### config.mk
export PLATFORM = sky130hd
export DESIGN_NAME = imu_align_ctrl
export DESIGN_NICKNAME = d
export VERILOG_FILES = /design/src/sv/imu_align_pkg.sv /design/src/sv/imu_align_ctrl.sv
export SDC_FILE = /design/constraint.sdc
export NUM_CORES = 1
export LEC_CHECK = 0
export BUFFER_PORTS_ARGS = -buffer_cell sky130_fd_sc_hd__buf_2
export CORE_AREA = 3 3 40 42
export CTS_BUF_LIST = sky130_fd_sc_hd__clkbuf_2 sky130_fd_sc_hd__clkbuf_4 sky130_fd_sc_hd__clkbuf_8
export CTS_CLUSTER_DIAMETER = 30
export DETAILED_ROUTE_END_ITERATION = 6
export DIE_AREA = 0 0 43 45
export SYNTH_ARGS = -nofsm -noshare
export SYNTH_HDL_FRONTEND = slang
export SYNTH_SLANG_ARGS = --single-unit
### constraint.sdc
create_clock -name clk -period 1.3 [get_ports clk]
set_input_delay 0 -clock clk [delete_from_list [all_inputs] [get_ports clk]]
set_output_delay 0 -clock clk [all_outputs]
set_load 0.005 [all_outputs]
### src/sv/imu_align_pkg.sv
// Shared types and constants for the IMU stream interpolation aligner.
`timescale 1ns / 1ps
package imu_align_pkg;
	localparam int AxisBits = 32;
	localparam int TimeBits = 48;
	localparam int HistDepth = 3;
	localparam int FracBits = 16;

	typedef logic signed [AxisBits-1:0] axis_t;
	typedef logic [TimeBits-1:0] stamp_t;
	typedef logic [1:0] status_t;

	localparam status_t StOk = 2'd0;
	localparam status_t StNotFull = 2'd1;
	localparam status_t StTooOld = 2'd2;
	localparam status_t StTooNew = 2'd3;

	typedef enum logic [2:0] {
		S_IDLE, S_CHECK, S_DIV, S_MUL, S_OUT
	} state_t;

	// Commands from the controller to the datapath.
	typedef struct packed {
		logic store;
		logic check;
		logic div_start;
		logic div_step;
		logic mul;
		logic load_out;
	} cmd_t;

	// Status from the datapath to the controller.
	typedef struct packed {
		logic is_slow;
		logic fault;
		logic div_done;
	} stat_t;
endpackage

### src/sv/imu_align_ctrl.sv
// Controller: sequences storing, checking, division, blend and output.
`timescale 1ns / 1ps
module imu_align_ctrl
	import imu_align_pkg::*;
(
	input  logic clk,
	input  logic arst_n,
	input  logic in_fire,
	input  logic out_free,
	input  stat_t stat,
	output cmd_t cmd,
	output logic busy,
	output logic out_set
);
	state_t state_q, state_d;

	// State register.
	always_ff @(posedge clk or negedge arst_n) begin
		if (!arst_n) state_q <= S_IDLE;
		else state_q <= state_d;
	end

	// Next state and commands.
	always_comb begin
		state_d = state_q;
		cmd = '0;
		out_set = 1'b0;
		busy = state_q != S_IDLE;
		unique case (state_q)
			S_IDLE: begin
				cmd.store = in_fire;
				if (in_fire) state_d = S_CHECK;
			end
			S_CHECK: begin
				if (stat.is_slow) begin
					cmd.check = 1'b1;
					state_d = S_DIV;
				end else state_d = S_IDLE;
			end
			S_DIV: begin
				if (stat.fault) state_d = S_OUT;
				else begin
					cmd.div_start = 1'b1;
					state_d = S_MUL;
				end
			end
			S_MUL: begin
				if (stat.div_done) begin
					cmd.mul = 1'b1;
					state_d = S_OUT;
				end else cmd.div_step = 1'b1;
			end
			S_OUT: begin
				if (out_free) begin
					cmd.load_out = 1'b1;
					out_set = 1'b1;
					state_d = S_IDLE;
				end
			end
			default: state_d = S_IDLE;
		endcase
	end
endmodule

==> metrics <==
count of vias placed by the detailed router 225; critical path's top delay family flip-flops; power per unit of standard cell area 2129 nW/um2; Min-Delay Path Class input pin to asynchronous set/reset pin; dpl ws 166.4 ps; Core ar. 1285 um2; yosys synthesis warning count 0; antenna diode count 0; setup skew after layout 5.693 ps; total length of routed wires 532 um; result of the run complete, no violations; filler instances 145; proportion of register bits with asynchronous set or reset after synthesis 100.0%; area share of the largest cell type after synthesis 37.27%; Final Max Slew Viols 0; Final Hold Fails 0; register with the most flip-flops state_q; number of flip-flops under the largest register name 3; CTS tree yes; gate count of the mapped netlist 20; final weighted congestion in routability-driven placement 0.6763; top area cells in the synthesized netlist dfrtp_1 (37%), mux2_4 (7.5%), nor4b_2 (7.5%), a32o_1 (5.0%), and3_2 (3.7%); number of buffers added by the clock tree synthesis step 3; final cycle utilization of the critical path 97.62%; worst slew margin relative to its limit 83.58%; cell area after placement 282.8 um2; startpoint of the worst register-to-register path state_q[0]; number of antenna-violating nets in the routed design 0; total negative slack for setup checks 0 ps; Final Non-Filler Cells 53; number of storage elements in the synthesis netlist 3; Worst Tran Pin Value 245.6 ps; combined area of the multi-input logic cells 115.1 um2; R2R Setup Slk 200 ps; # H-tree levels 1; Worst Path Required 1300 ps; Worst-path clk slew 40 ps; top_reg_cell synth dfrtp_1; Leakage Power 0.1750 nW; sequential cell area fraction in the yosys report 37.27%; PortBufs 14; distinct cell type count after synthesis 17; utilization after layout 25.32%; vias in the first global route 234; later-pin clock latency in the skew report 240 ps; overall overflow remaining after global route 0; category of the worst setup path capture point output pin; post-CTS setup buffers 0; Sinks on Clock Net 3; number of enable flip-flop cells after synthesis 0; Syn Nets 27; number of buffers on the longest clock path 2; mapped cell area 201.4 um2; DRC 0; capture point of the worst reg-to-reg path state_q[2]; number of DRC violations after detailed-routing iteration 0 2; area taken by flip-flops and latches 77.57 um2; signed area change from the synthesized netlist to the final layout 61.49%; number of antenna violations at the first check in global routing 0; largest vdd supply drop 0.7291 mV; min setup slack post-route 30.90 ps; RSZ-0062 raised after global routing yes; crit start category flip-flop; CP max FO 8; largest area contributor in the netlist dfrtp_1; Die ar. 1935 um2; time the worst path needs with I/O delays and setup 1269 ps; starting density of the core 15.68%; post-layout power 0.6927 mW; Post-Layout Inst Area 325.3 um2; count of TritonRoute iterations in the first routing pass 2; root buf cell clkbuf_4; Crit Path Category flip-flop to output pin; top-level I/O count 15; maximum cell stage delay along the critical path 450 ps; cell with the largest stage delay on the worst path dfrtp_2; routed length per placed instance 10.04 um; most common cell in the netlist dfrtp_1; sequence of cells on the critical path or3_2 > buf_2; first-pass GRT wire length 924 um; achievable frequency 0.7880 GHz; fraction of layout instances using a drive strength above 1 63.16%; sum of net half-perimeters after detailed placement 420.6 um; via count normalized by instance count 4.245; pin count of the biggest net entering global routing 9; critical path depth 2; ranking of synthesized cells by instance count dfrtp_1 (3), nor2_1 (2); Bufs and invs on worst path 1; leading registers by flop count state_q: 3 flops; final net count 46; number of instances in the placed design 48; GRT Total Usage 7.352%; depth of the worst register-to-register path 2; count of final setup violators 0; syn_area_per_cell 10.07 um2; Hold WS 83.73 ps; DIE HEIGHT 45 um; site row count 13; maximum capacitance violations 0; arrival time of the worst setup path 1270 ps; die outline width 43 um
-- kinds of logic after synthesis --
logic type,count (synthesis),share of synthesized area (%)
multiplexers,1,7.451
buffers and inverters,2,5.590
flip-flops,3,37.27
AO/OA/AOI/OAI,3,11.80
AND/OR/NAND/NOR,11,37.90
-- layer usage --
metal  up-vias  GRT usage (%)  part of all wire, %
li1        112              -                    -
met1        97          7.056                   39
met2        11          8.982                   41
met3         5          7.968                   17
met4         0          5.422                  3.2
met5         -              0                    0
-- cell type report --
cell class,instances,area share [%]
multi-input combinational,15,35.38
timing repair buffer,15,24.62
sequential,3,23.85
clock buffer,4,9.231
tap,15,5.769
inverter,1,1.154
-- how the worst max path moves through the flow --
stage                     from          to  slack, ps
floorplan           state_q[0]  state_q[2]        220
finish              state_q[0]        busy         30
detailed placement  state_q[0]  state_q[2]        170
global route        state_q[2]      cmd[2]        -40
global placement    state_q[0]  state_q[2]        190
CTS                 state_q[0]        busy          2
-- cells in the final DEF, fill, tap and decap left out, drive strengths merged --
| cell | Yosys | routed |
|---|---|---|
| a32o | 1 | 1 |
| and3 | 2 | 2 |
| buf | 1 | 14 |
| clkbuf | 0 | 4 |
| dfrtp | 3 | 3 |
| dlygate4sd3 | 0 | 1 |
| inv | 1 | 1 |
| mux2 | 1 | 1 |
| nand2b | 1 | 1 |
| nand3b | 1 | 1 |
| nor2 | 2 | 2 |
| nor2b | 1 | 1 |
| nor3 | 1 | 1 |
| nor3b | 1 | 1 |
| nor4b | 1 | 1 |
| o21bai | 1 | 1 |
| o22ai | 1 | 1 |
| or3 | 1 | 1 |
-- where the power goes --
part	internal [mW]	switching, mW	leakage (nW)
sequential	0.142	0.0781	0.0366
clock	0.136	0.0546	0.0184
combinational	0.167	0.114	0.120
total	0.446	0.247	0.175
-- timing repair --
action,CTS,global route
hold endpoints to repair,3,0
endpoints found under the setup margin,0,3
hold buffers,1,0
resized for setup,0,2
Power figures use the tool's default switching activity.
